===== src/rtl/core/slot_table_free_list_chain_macros.svh =====
// Assertion macros shared by the slot table RTL.
// Standalone header; the modules that check their own logic include it.
`ifndef SLOT_TABLE_FREE_LIST_CHAIN_MACROS_SVH
`define SLOT_TABLE_FREE_LIST_CHAIN_MACROS_SVH
`ifndef SYNTHESIS
// Property that must hold at every rising edge outside reset.
`define STFLC_ASSERT(label, clk, rst_n, prop) \
	label: assert property (@(posedge clk) disable iff (!(rst_n)) prop) \
		else $error("slot table check failed");
// Condition that must never be seen at a rising edge outside reset.
`define STFLC_NEVER(label, clk, rst_n, cond) \
	`STFLC_ASSERT(label, clk, rst_n, !(cond))
`else
`define STFLC_ASSERT(label, clk, rst_n, prop)
`define STFLC_NEVER(label, clk, rst_n, cond)
`endif
`endif


===== src/rtl/core/stflc_pkg.sv =====
// Shared types and codes of the slot table with free list and chain.
// No dependencies; every other file of the block but the macro header uses it.
`timescale 1ns / 1ps
package stflc_pkg;

	// Action codes of a request beat.
	localparam logic [1:0] ACT_ADD    = 2'd0;
	localparam logic [1:0] ACT_REMOVE = 2'd1;
	localparam logic [1:0] ACT_READ   = 2'd2;
	localparam logic [1:0] ACT_NOP    = 2'd3;

	// Status codes of a result beat.
	localparam logic [1:0] ST_OK       = 2'd0;
	localparam logic [1:0] ST_FULL     = 2'd1;
	localparam logic [1:0] ST_NOT_USED = 2'd2;

	// Request beat.
	typedef struct packed {
		logic [1:0]  action;
		logic [15:0] marker_handle;
		logic [5:0]  slot_index;
	} req_t;

	// Result beat.
	typedef struct packed {
		logic [1:0]  status;
		logic [5:0]  slot_out;
		logic [15:0] handle_out;
		logic [5:0]  next_slot;
		logic        next_valid;
		logic [5:0]  prev_slot;
		logic        prev_valid;
		logic [5:0]  head_slot;
		logic        head_valid;
	} rsp_t;

	// Commands from the controller to the datapath.
	typedef struct packed {
		logic lookup;
		logic exec;
		logic link;
	} cmd_t;

	// Status from the datapath to the controller.
	typedef struct packed {
		logic need_link;
	} stat_t;

endpackage


===== src/rtl/core/stflc_ctrl.sv =====
// Sequencer of the slot table: accepts a beat, steps the datapath, strobes the result.
// Depends on stflc_pkg and the assertion macro header.
`timescale 1ns / 1ps
`include "slot_table_free_list_chain_macros.svh"
module stflc_ctrl (
	input  logic             clk,
	input  logic             arst_n,
	input  logic             start,
	output logic             busy,
	output logic             done,
	output stflc_pkg::cmd_t  cmd,
	input  stflc_pkg::stat_t stat
);

	localparam logic [1:0] S_IDLE = 2'd0;
	localparam logic [1:0] S_EXEC = 2'd1;
	localparam logic [1:0] S_LINK = 2'd2;

	logic [1:0] state_q;
	logic [1:0] state_nx;
	logic       done_q;
	logic       finish;

	// Commands follow the state directly.
	assign busy       = (state_q != S_IDLE);
	assign cmd.lookup = start && (state_q == S_IDLE);
	assign cmd.exec   = (state_q == S_EXEC);
	assign cmd.link   = (state_q == S_LINK);
	assign finish     = (cmd.exec && !stat.need_link) || cmd.link;
	assign done       = done_q;

	// Next state.
	always_comb begin
		state_nx = state_q;
		unique case (state_q)
			S_IDLE: begin
				if (start) state_nx = S_EXEC;
			end
			S_EXEC: begin
				state_nx = stat.need_link ? S_LINK : S_IDLE;
			end
			S_LINK: begin
				state_nx = S_IDLE;
			end
			default: begin
				state_nx = S_IDLE;
			end
		endcase
	end

	// State and result strobe registers.
	always_ff @(posedge clk or negedge arst_n) begin
		if (!arst_n) begin
			state_q <= S_IDLE;
			done_q  <= 1'b0;
		end else begin
			state_q <= state_nx;
			done_q  <= finish;
		end
	end

	`STFLC_ASSERT(a_done_single, clk, arst_n, done_q |=> !done_q)
	`STFLC_ASSERT(a_accept_busy, clk, arst_n, (start && !busy) |=> busy)
	`STFLC_ASSERT(a_idle_strobe, clk, arst_n, $fell(busy) |-> done_q)

endmodule


===== src/rtl/core/stflc_dpath.sv =====
// Datapath of the slot table: slot memories, head, free list top and result register.
// Depends on stflc_pkg and the assertion macro header.
`timescale 1ns / 1ps
`include "slot_table_free_list_chain_macros.svh"
module stflc_dpath #(
	parameter int CAPACITY    = 64,
	parameter int HANDLE_BITS = 16
) (
	input  logic             clk,
	input  logic             arst_n,
	input  stflc_pkg::req_t  req,
	input  stflc_pkg::cmd_t  cmd,
	output stflc_pkg::stat_t stat,
	output stflc_pkg::rsp_t  rsp
);

	localparam int AW = (CAPACITY > 1) ? $clog2(CAPACITY) : 1;
	localparam int LW = AW + 1;
	localparam int CW = $clog2(CAPACITY + 1);
	localparam int IW = ((AW > 6) ? AW : 6) + 1;
	localparam int HW = HANDLE_BITS;

	// Slot memories; a link is a valid bit over a slot number.
	logic [HW-1:0] handle_mem [CAPACITY];
	logic [LW-1:0] next_mem   [CAPACITY];
	logic [LW-1:0] prev_mem   [CAPACITY];
	logic [LW-1:0] free_mem   [CAPACITY];
	logic          use_mem    [CAPACITY];

	logic [HW-1:0] handle_rd_q;
	logic [LW-1:0] next_rd_q;
	logic [LW-1:0] prev_rd_q;
	logic [LW-1:0] free_rd_q;
	logic          use_rd_q;

	logic [1:0]    act_q;
	logic [HW-1:0] hdl_q;
	logic [5:0]    slot_q;

	logic [LW-1:0] head_q;
	logic [LW-1:0] freed_top_q;
	logic [CW-1:0] untouched_q;
	logic [AW-1:0] lnk_head_q;
	logic [AW-1:0] lnk_slot_q;
	stflc_pkg::rsp_t res_q;

	logic [AW-1:0] rd_addr;
	logic [AW-1:0] slot_a;
	logic          is_add;
	logic          is_rem;
	logic          is_rd;
	logic          range_ok;
	logic          touched;
	logic          live;
	logic          pop_free;
	logic          add_ok;
	logic          rem_ok;
	logic          rd_ok;
	logic [AW-1:0] new_slot;
	logic [LW-1:0] head_nx;
	stflc_pkg::rsp_t res_nx;

	logic          h_we;
	logic          n_we;
	logic [AW-1:0] n_wa;
	logic [LW-1:0] n_wd;
	logic          p_we;
	logic [AW-1:0] p_wa;
	logic [LW-1:0] p_wd;
	logic          f_we;
	logic          u_we;
	logic [AW-1:0] u_wa;

	assign rd_addr = AW'(req.slot_index);
	assign slot_a  = AW'(slot_q);

	// Decode of the held request and the lookup results.
	assign is_add   = (act_q == stflc_pkg::ACT_ADD);
	assign is_rem   = (act_q == stflc_pkg::ACT_REMOVE);
	assign is_rd    = (act_q == stflc_pkg::ACT_READ);
	assign range_ok = IW'(slot_q) < IW'(CAPACITY);
	// Slots below the untouched count were never handed out, so their use bit is stale.
	assign touched  = IW'(slot_q) >= IW'(untouched_q);
	assign live     = range_ok && touched && use_rd_q;
	assign pop_free = freed_top_q[AW];
	assign add_ok   = is_add && (pop_free || (untouched_q != '0));
	assign rem_ok   = is_rem && live;
	assign rd_ok    = is_rd && live;
	assign new_slot = pop_free ? freed_top_q[AW-1:0] : AW'(untouched_q - CW'(1));

	// Head after this step.
	always_comb begin
		head_nx = head_q;
		if (add_ok) head_nx = {1'b1, new_slot};
		else if (rem_ok && !prev_rd_q[AW]) head_nx = next_rd_q;
	end

	assign stat.need_link = cmd.exec && add_ok && head_q[AW];

	// Memory write ports.
	always_comb begin
		h_we = cmd.exec && add_ok;
		n_we = 1'b0;
		n_wa = new_slot;
		n_wd = head_q;
		p_we = 1'b0;
		p_wa = new_slot;
		p_wd = '0;
		f_we = cmd.exec && rem_ok;
		u_we = 1'b0;
		u_wa = new_slot;
		if (cmd.exec && add_ok) begin
			n_we = 1'b1;
			p_we = 1'b1;
			u_we = 1'b1;
		end else if (cmd.exec && rem_ok) begin
			n_we = prev_rd_q[AW];
			n_wa = prev_rd_q[AW-1:0];
			n_wd = next_rd_q;
			p_we = next_rd_q[AW];
			p_wa = next_rd_q[AW-1:0];
			p_wd = prev_rd_q;
			u_we = 1'b1;
			u_wa = slot_a;
		end else if (cmd.link) begin
			p_we = 1'b1;
			p_wa = lnk_head_q;
			p_wd = {1'b1, lnk_slot_q};
		end
	end

	// Memories: one write and one registered read each.
	always_ff @(posedge clk) begin
		if (h_we) handle_mem[new_slot] <= hdl_q;
		if (cmd.lookup) handle_rd_q <= handle_mem[rd_addr];
	end

	always_ff @(posedge clk) begin
		if (n_we) next_mem[n_wa] <= n_wd;
		if (cmd.lookup) next_rd_q <= next_mem[rd_addr];
	end

	always_ff @(posedge clk) begin
		if (p_we) prev_mem[p_wa] <= p_wd;
		if (cmd.lookup) prev_rd_q <= prev_mem[rd_addr];
	end

	always_ff @(posedge clk) begin
		if (f_we) free_mem[slot_a] <= freed_top_q;
		if (cmd.lookup) free_rd_q <= free_mem[freed_top_q[AW-1:0]];
	end

	always_ff @(posedge clk) begin
		if (u_we) use_mem[u_wa] <= (cmd.exec && add_ok);
		if (cmd.lookup) use_rd_q <= use_mem[rd_addr];
	end

	// Request hold and link bookkeeping registers.
	always_ff @(posedge clk) begin
		if (cmd.lookup) begin
			act_q  <= req.action;
			hdl_q  <= HW'(req.marker_handle);
			slot_q <= req.slot_index;
		end
		if (cmd.exec) begin
			lnk_head_q <= head_q[AW-1:0];
			lnk_slot_q <= new_slot;
			res_q      <= res_nx;
		end
	end

	// Chain head, free list top and untouched count.
	always_ff @(posedge clk or negedge arst_n) begin
		if (!arst_n) begin
			head_q      <= '0;
			freed_top_q <= '0;
			untouched_q <= CW'(CAPACITY);
		end else if (cmd.exec) begin
			head_q <= head_nx;
			if (add_ok && pop_free) freed_top_q <= free_rd_q;
			else if (rem_ok) freed_top_q <= {1'b1, slot_a};
			if (add_ok && !pop_free) untouched_q <= untouched_q - CW'(1);
		end
	end

	// Result beat of this step.
	always_comb begin
		res_nx            = '0;
		res_nx.status     = stflc_pkg::ST_OK;
		res_nx.slot_out   = slot_q;
		if (is_add) begin
			res_nx.slot_out = add_ok ? 6'(new_slot) : 6'd0;
			if (!add_ok) res_nx.status = stflc_pkg::ST_FULL;
		end else if ((is_rem || is_rd) && !live) begin
			res_nx.status = stflc_pkg::ST_NOT_USED;
		end
		if (rd_ok) begin
			res_nx.handle_out = 16'(handle_rd_q);
			if (next_rd_q[AW]) begin
				res_nx.next_slot  = 6'(next_rd_q[AW-1:0]);
				res_nx.next_valid = 1'b1;
			end
			if (prev_rd_q[AW]) begin
				res_nx.prev_slot  = 6'(prev_rd_q[AW-1:0]);
				res_nx.prev_valid = 1'b1;
			end
		end
		if (head_nx[AW]) begin
			res_nx.head_slot  = 6'(head_nx[AW-1:0]);
			res_nx.head_valid = 1'b1;
		end
	end

	assign rsp = res_q;

	`STFLC_NEVER(a_count_bound, clk, arst_n, untouched_q > CW'(CAPACITY))
	`STFLC_ASSERT(a_add_head, clk, arst_n, (cmd.exec && add_ok) |=> head_q[AW])
	`STFLC_ASSERT(a_rem_free, clk, arst_n, (cmd.exec && rem_ok) |=> freed_top_q[AW])

endmodule


===== src/rtl/core/slot_table_free_list_chain.sv =====
// Top level of the slot table with free list and doubly linked chain.
// Depends on stflc_pkg, stflc_ctrl and stflc_dpath.
`timescale 1ns / 1ps
// A request beat is taken on a rising edge with start high and busy low; the
// slot memories are read on that same edge. Remove, read, no-operation and an
// add that finds the table full keep busy high through the exec state only,
// as does an add that finds the chain empty; a successful add onto a non-empty
// chain also passes through the link state, which writes the back link of the
// old head through the single write port of the prev-link memory. The result beat
// appears on rsp with done high for exactly one cycle, the first cycle after
// busy drops, and a new request may be taken in that same cycle. The receiver
// cannot hold a result off, so it must take rsp whenever done is high. Reset
// needs no clearing pass: slots never handed out are told apart by the
// untouched count.
module slot_table_free_list_chain #(
	parameter int CAPACITY    = 64,
	parameter int HANDLE_BITS = 16
) (
	input  logic            clk,
	input  logic            arst_n,
	input  logic            start,
	output logic            busy,
	input  stflc_pkg::req_t req,
	output logic            done,
	output stflc_pkg::rsp_t rsp
);

	stflc_pkg::cmd_t  cmd;
	stflc_pkg::stat_t stat;

	// Sequencer.
	stflc_ctrl u_ctrl (
		.clk    (clk),
		.arst_n (arst_n),
		.start  (start),
		.busy   (busy),
		.done   (done),
		.cmd    (cmd),
		.stat   (stat)
	);

	// Memories and state registers.
	stflc_dpath #(
		.CAPACITY    (CAPACITY),
		.HANDLE_BITS (HANDLE_BITS)
	) u_dpath (
		.clk    (clk),
		.arst_n (arst_n),
		.req    (req),
		.cmd    (cmd),
		.stat   (stat),
		.rsp    (rsp)
	);

endmodule


===== config.mk =====
export PLATFORM = sky130hd
export DESIGN_NAME = slot_table_free_list_chain
export DESIGN_NICKNAME = d
export VERILOG_FILES = /design/src/rtl/core/stflc_pkg.sv /design/src/rtl/core/stflc_ctrl.sv /design/src/rtl/core/stflc_dpath.sv /design/src/rtl/core/slot_table_free_list_chain.sv
export VERILOG_INCLUDE_DIRS = /design/src /design/src/rtl/core
export SDC_FILE = /design/constraint.sdc
export NUM_CORES = 2
export LEC_CHECK = 0
export ABC_CLOCK_PERIOD_IN_PS = 6500
export BUFFER_PORTS_ARGS = -buffer_cell sky130_fd_sc_hd__buf_2
export CELL_PAD_IN_SITES_DETAIL_PLACEMENT = 1
export CELL_PAD_IN_SITES_GLOBAL_PLACEMENT = 1
export CORE_ASPECT_RATIO = 1.1
export CORE_MARGIN = 4
export CORE_UTILIZATION = 55
export CTS_CLUSTER_SIZE = 12
export DETAILED_ROUTE_END_ITERATION = 16
export GPL_TIMING_DRIVEN = 1
export PLACE_DENSITY_LB_ADDON = 0.05
export RECOVER_POWER = 50
export REMOVE_ABC_BUFFERS = 1
export SYNTH_ARGS = -nofsm -noshare
export SYNTH_HDL_FRONTEND = slang
export SYNTH_SLANG_ARGS = --single-unit

===== constraint.sdc =====
create_clock -name clk -period 6.5 [get_ports clk]
set_input_delay 1.625 -clock clk [delete_from_list [all_inputs] [get_ports clk]]
set_output_delay 1.625 -clock clk [all_outputs]
set_load 0.005 [all_outputs]

### Yosys cells after proc, flatten, opt, wreduce, memory -nomap -nowiden

Memory sizes are Yosys's and may differ from the RTL's. A register that Yosys moved wholly into a read port is not among the register bits.
Index checks and enable logic that the tools add are counted.
W data, S select, Z words.

| storage, ports and cells | value |
|---|---|
| register bits after elaboration | 105 |
| output and inout bits | 47 |
| word-level logic and storage cells | 104 |
| memory bits (writable) | 2432 |
| memories kept | 5 |

Memory list:

| name | words | width | read ports | clocked after Yosys merged registers in | wr ports | line | RTL |
|---|---|---|---|---|---|---|---|
| u_dpath.handle_mem | 64 | 16 | 1 | 1 | 1 | stflc_dpath.sv:24 | `logic [HW-1:0] handle_mem [CAPACITY];` |
| u_dpath.free_mem | 64 | 7 | 1 | 1 | 1 | stflc_dpath.sv:27 | `logic [LW-1:0] free_mem [CAPACITY];` |
| u_dpath.next_mem | 64 | 7 | 1 | 1 | 1 | stflc_dpath.sv:25 | `logic [LW-1:0] next_mem [CAPACITY];` |
| u_dpath.prev_mem | 64 | 7 | 1 | 1 | 1 | stflc_dpath.sv:26 | `logic [LW-1:0] prev_mem [CAPACITY];` |
| u_dpath.use_mem | 64 | 1 | 1 | 1 | 1 | stflc_dpath.sv:28 | `logic use_mem [CAPACITY];` |

| cells by class | value |
|---|---|
| $lt $le $gt $ge | 1 |
| multiplexer cells | 44 |
| equal/unequal tests | 5 |
| add/sub/neg operators | 1 |
| reduce and logical (&&, ||, !) cells | 29 |

Operators with widths:

| operator | number |
|---|---|
| $mux W7 | 9 |
| $mux W6 | 10 |
| $mux W1 | 20 |
| $logic_and A1 B1 Y1 | 13 |
| $mux W2 | 4 |
| $reduce_and A2 Y1 | 4 |
| $ge A6 B7 Y1 | 1 |
| $reduce_bool A7 Y1 | 1 |
| $sub A7 B1 Y7 const B | 1 |
| $eq A2 B1 Y1 const B | 2 |
| $eq A2 B2 Y1 const B | 2 |
| $logic_not A1 Y1 | 4 |
| $logic_not A2 Y1 | 2 |
| $pmux W2 S2 | 1 |
| $reduce_bool A2 Y1 | 2 |
| $logic_or A1 B1 Y1 | 3 |
| $ne A2 B2 Y1 const B | 1 |

### Logic depth before layout (Yosys ltp)

| logic depth | value |
|---|---|
| depth after elaboration | 8 |
| gate-level depth with buffers | 12 |
| mapped depth without buffers | 10 |

### Modules after synthesis

Synthesis repeated with hierarchy kept, for this count alone.

| second synthesis, totals | value |
|---|---|
| cells, all modules | 4320 |
| area total of the unflattened synthesis | 99713.1 um^2 |

By module, submodules not included:

| module | area an instance (um^2) | cells an instance | times used |
|---|---|---|---|
| stflc_dpath | 99588.0 | 4308 | 1 |
| stflc_ctrl | 125.1 | 12 | 1 |

### Worst setup path before layout

OpenSTA, ideal clock, no wires.

| path | value |
|---|---|
| path kind | flip-flop to flip-flop |
| start | register u_dpath.untouched_q[4] |
| end | memory u_dpath.next_mem[0][3] (netlist bit) (data pin) |
| library setup time | 702 ps |
| data arrival time | 4460 ps |
| path slack | 1338 ps |
| buffers on the path | 2 |
| cell stages (with the launch flop) | 10 |
| cells stage by stage | dfrtp_1 > inv_1 > ha_1 > a211oi_1 > nor3_1 > a22o_1 > clkbuf_1 > nand2_1 > clkbuf_1 > o21ai_0 |

| between the ends | value |
|---|---|
| word-level cells in the longest chain between the ends | 6 |
| elaborated cells on any way between the ends | 10 |
| classes of those cells | order compare: 1; mux: 2; reduce/logical: 7 |

RTL lines:

| what | line | RTL |
|---|---|---|
| start: declaration | stflc_dpath.sv:42 | `logic [CW-1:0] untouched_q;` |
| start signal: assignment | stflc_dpath.sv:177 | `untouched_q <= CW'(CAPACITY);` |
| start signal: assignment | stflc_dpath.sv:182 | `if (add_ok && !pop_free) untouched_q <= untouched_q - CW'(1);` |
| $ge A6 B7 Y1 | stflc_dpath.sv:83 | `assign touched = IW'(slot_q) >= IW'(untouched_q);` |
| $logic_and A1 B1 Y1 | stflc_dpath.sv:84 | `assign live = range_ok && touched && use_rd_q;` |
| $logic_and A1 B1 Y1 | stflc_dpath.sv:87 | `assign rem_ok = is_rem && live;` |
| $logic_and A1 B1 Y1 | stflc_dpath.sv:116 | `end else if (cmd.exec && rem_ok) begin` |
| $mux W7 | stflc_dpath.sv:116 |  |
| $mux W7 (*) | stflc_dpath.sv:112 | `if (cmd.exec && add_ok) begin` |
| net u_dpath.n_wd[3] | stflc_dpath.sv:66 | `logic [LW-1:0] n_wd;` |
| end: declaration | stflc_dpath.sv:25 |  |

The timed path passes the listed nets; every way through them passes the cells marked *.

==> flow_summary.json <==
{
  "dp.cells": 6767,
  "syn_area_per_cell_sq_um": 23.0,
  "rsz0062_at_grt": "no",
  "vias_per_cell": 6.52,
  "violations": "max-capacitance violations, max-slew violations",
  "utilization_pct": 62.0,
  "firstDrtPassIters": 5,
  "synth.top_cells.by_count": "2551 x edfxtp_1, 798 x mux4_2, 354 x nor2_1, 141 x clkbuf_1, 83 x nand2_1",
  "worstSetupEndpoint": "u_dpath.next_rd_q[6]$_DFFE_PP_",
  "grt_pass1_wl_mm": 362,
  "leakage_nw": 34.4,
  "yosys-top-cells-area": "edfxtp_1 77%, mux4_2 18%, nor2_1 1.3%, dfrtp_1 0.58%, clkbuf_1 0.53%",
  "cap_violations": 39,
  "stdcell_area_sq_um": 112000,
  "worstPathArrival_ps": 6570,
  "synthSimpleGateAreaFrac_pct": 2.46,
  "clockBufferDepth": 4,
  "numPortBuffers": 73,
  "min_period_ps": 5940,
  "drv_slew": 1864,
  "initial_core_util_pct": 55.5,
  "slowest_delay_ps": 1940,
  "syn_area_sq_um": 99800,
  "path_common_cell": "mux4_2",
  "vias": 46800,
  "p_total_mw": 40.4,
  "synth_top_cell_area_share_pct": 76.8,
  "skew_ps": 46.4,
  "hold_viol_final": 0,
  "pin_count": 74,
  "ff_latch_area_sq_um": 77200,
  "hpwl_mm": 149,
  "wl_mm": 250,
  "crit_path_start": "req[1]",
  "status": "finished with violations",
  "fp.dieH_microns": 455,
  "cts_tree": "yes",
  "synth-edff-count": 2551,
  "ir_worst_vdd_mv": 0.296,
  "grt-ovfl-total": 0,
  "cp.required_ps": 7130,
  "start_kind": "input port",
  "grt_use_total_pct": 27.0,
  "hold_buffers": 0,
  "worstPathMaxFanout": 72,
  "worst-path-stages": 5,
  "rows": 163,
  "synth_top_cell_by_area": "edfxtp_1",
  "root_buffer": "clkbuf_16",
  "die_w_microns": 414,
  "synth.distinct_cells": 66,
  "slowest_stage": "clkbuf_2",
  "p_per_area_nw_per_um2": 363,
  "clk_latency_ps": 920,
  "setup_tns_ps": 0,
  "yosys.cell_count.top_type": "edfxtp_1",
  "cts.clk_slew.worst_paths_ps": 60,
  "finalCritPeriodShare_pct": 91.3,
  "layout-drive-gt1-share_pct": 27.8,
  "min_path_type": "flop to flop",
  "final.fill_count": 14300,
  "ys_ff_latch": 2575,
  "min-delay-start": "u_dpath.free_rd_q[4]$_DFFE_PP_",
  "finalSetupViolations": 0,
  "synthMuxAreaShare_pct": 18.2,
  "cts_buffers": 279,
  "cts_max_level": 5,
  "final_cells": 7173,
  "critPathCaptureType": "flop",
  "grt_pass1_vias": 49500,
  "die_area_sq_um": 188000,
  "cts_num_sinks": 2575,
  "max_freq_mhz": 168,
  "ys_seq_area_share_pct": 77.4,
  "grt_max_degree": 94,
  "dp_worst_setup_slack_ps": 1390,
  "ys_warn_count": 0,
  "critical-path-top-delay-family": "buffers and inverters",
  "wl_per_cell_microns": 34.9,
  "synthToLayoutAreaGrowth_pct": 11.7,
  "drtIter0Drc": 5733,
  "ant_nets": 0,
  "layout_setup_ws_ps": 564,
  "worst-setup-path-type": "input port to flop",
  "cts.repair.resized": 0,
  "synth_ff_type": "edfxtp_1",
  "rrSetupSlack_ps": 720,
  "synth_top_family_by_area": "multiplexers",
  "cp_num_buf_inv": 2,
  "syn_inst": 4339,
  "path_cells": "clkbuf_2 > clkbuf_1 > mux4_2 > mux4_2 > mux4_2",
  "drc": 0,
  "synth-xor-area-share_pct": 0.0702,
  "antenna_found_initial": 10,
  "synth_compound_area_share_pct": 0.868,
  "slew-limit-headroom_pct": -287,
  "r2r_start": "u_ctrl.state_q[0]$_DFFE_PN0P_",
  "worstReg2RegEnd": "u_dpath.handle_rd_q[5]$_DFFE_PP_",
  "multiInputGateArea_sq_um": 21800,
  "ys_async_sr_fraction_pct": 0.932,
  "hold_slack_ps": 502,
  "worst_slew_pin_slew_ps": 5810,
  "postCtsSetupBuffers": 0,
  "place_area_sq_um": 104000,
  "synthAdderAreaFrac_pct": 0.138,
  "r2r_cells": 3,
  "gp_congestion": 0.827,
  "core_area_sq_um": 180000,
  "fin_nets": 4694
}
## area by class of cell
cell class	count	area share [%]
multi-input combinational	1527	19.6
tap	2392	2.68
clock buffer	346	6.70
sequential	2575	69.2
inverter	24	0.0830
clock inverter	57	0.245
timing repair buffer	249	1.47
antenna	3	0.00673
## flip-flops by register name (all words and copies together), names as in the netlist, 6 cells and up
name and count:
u_dpath.slot_a 6, u_dpath.untouched_q 7, u_dpath.use_mem 64, u_dpath.free_mem 448, u_dpath.next_rd_q 7, u_dpath.lnk_head_q 6
u_dpath.hdl_q 16, u_dpath.next_mem 448, u_dpath.handle_mem 1024, u_dpath.prev_mem 448, u_dpath.free_rd_q 7, u_dpath.freed_top_q 7
u_dpath.handle_rd_q 16, u_dpath.prev_rd_q 7, u_dpath.rsp 45, u_dpath.lnk_slot_q 6, u_dpath.head_q 7
## cell usage in the layout, fill, tap and decap left out, types with 4 or more instances in the layout
cell       synthesis  layout
edfxtp_1        2551    2551
mux4_2           798     798
nor2_1           354     315
clkbuf_16          0     289
clkbuf_1         141     163
buf_4              2      90
nand2_1           83      77
clkinv_1           1      39
nor2_2             5      39
nand3_1           31      31
a21oi_1           24      24
o21ai_0           23      23
inv_1             22      21
buf_2             11      21
dfrtp_1           23      20
buf_12             0      19
and3_1            17      17
and2_0             0      17
nor2b_1           15      15
clkinv_2           0      15
o22ai_1           14      14
mux2i_1           12      12
a21o_1            12      12
ha_1              11      11
nand2b_1           9       9
nor3_1             8       8
a211oi_1           8       8
clkbuf_2           0       8
xnor2_1            7       7
nand2_2            0       7
nand4_1            7       7
a31oi_1            8       7
and2_1            23       6
a22o_2             0       5
nor2_4             0       5
nand3b_1           4       4
## logic make-up (layout without fill, tap and decap cells)
logic type	count (synthesis)	after routing
simple gates	571	571
fa+ha+maj	11	11
compound gates	124	124
other cells	0	3
buf+inv	237	676
flops	2575	2575
mux	813	813
xor+xnor	8	8
## worst min-delay path by stage
stage	endpoint	slack (ps)	cells after the start
floorplan	u_dpath.freed_top_q[0]$_DFFE_PN0P_	460	2
global placement	u_dpath.freed_top_q[4]$_DFFE_PN0P_	490	2
detailed placement	u_dpath.freed_top_q[4]$_DFFE_PN0P_	480	2
CTS	u_dpath.freed_top_q[4]$_DFFE_PN0P_	500	2
global route	u_dpath.freed_top_q[4]$_DFFE_PN0P_	520	2
finish	u_dpath.freed_top_q[4]$_DFFE_PN0P_	500	2
## power breakdown
part	internal [mW]	switching, mW	total, mW
Sequential	19.7	0.412	20.1
Combinational	2.05	4.22	6.27
Clock	8.05	5.97	14.0
## tightest hold or removal path, delay by kind of cell (launching register included)
family / cells / cell delay (ps)
AND/OR/NAND/NOR: 2 / 140
flip-flops: 1 / 320
## routing by layer
metal	vias to the layer above	global-route usage [%]	part of all wire (%)
li1	19000	-	-
met1	25500	39.0	41
met2	1925	43.4	50
met3	346	4.97	7.3
met4	0	7.00	2.5
met5	-	0	0
(Power assumes the default switching activity.)
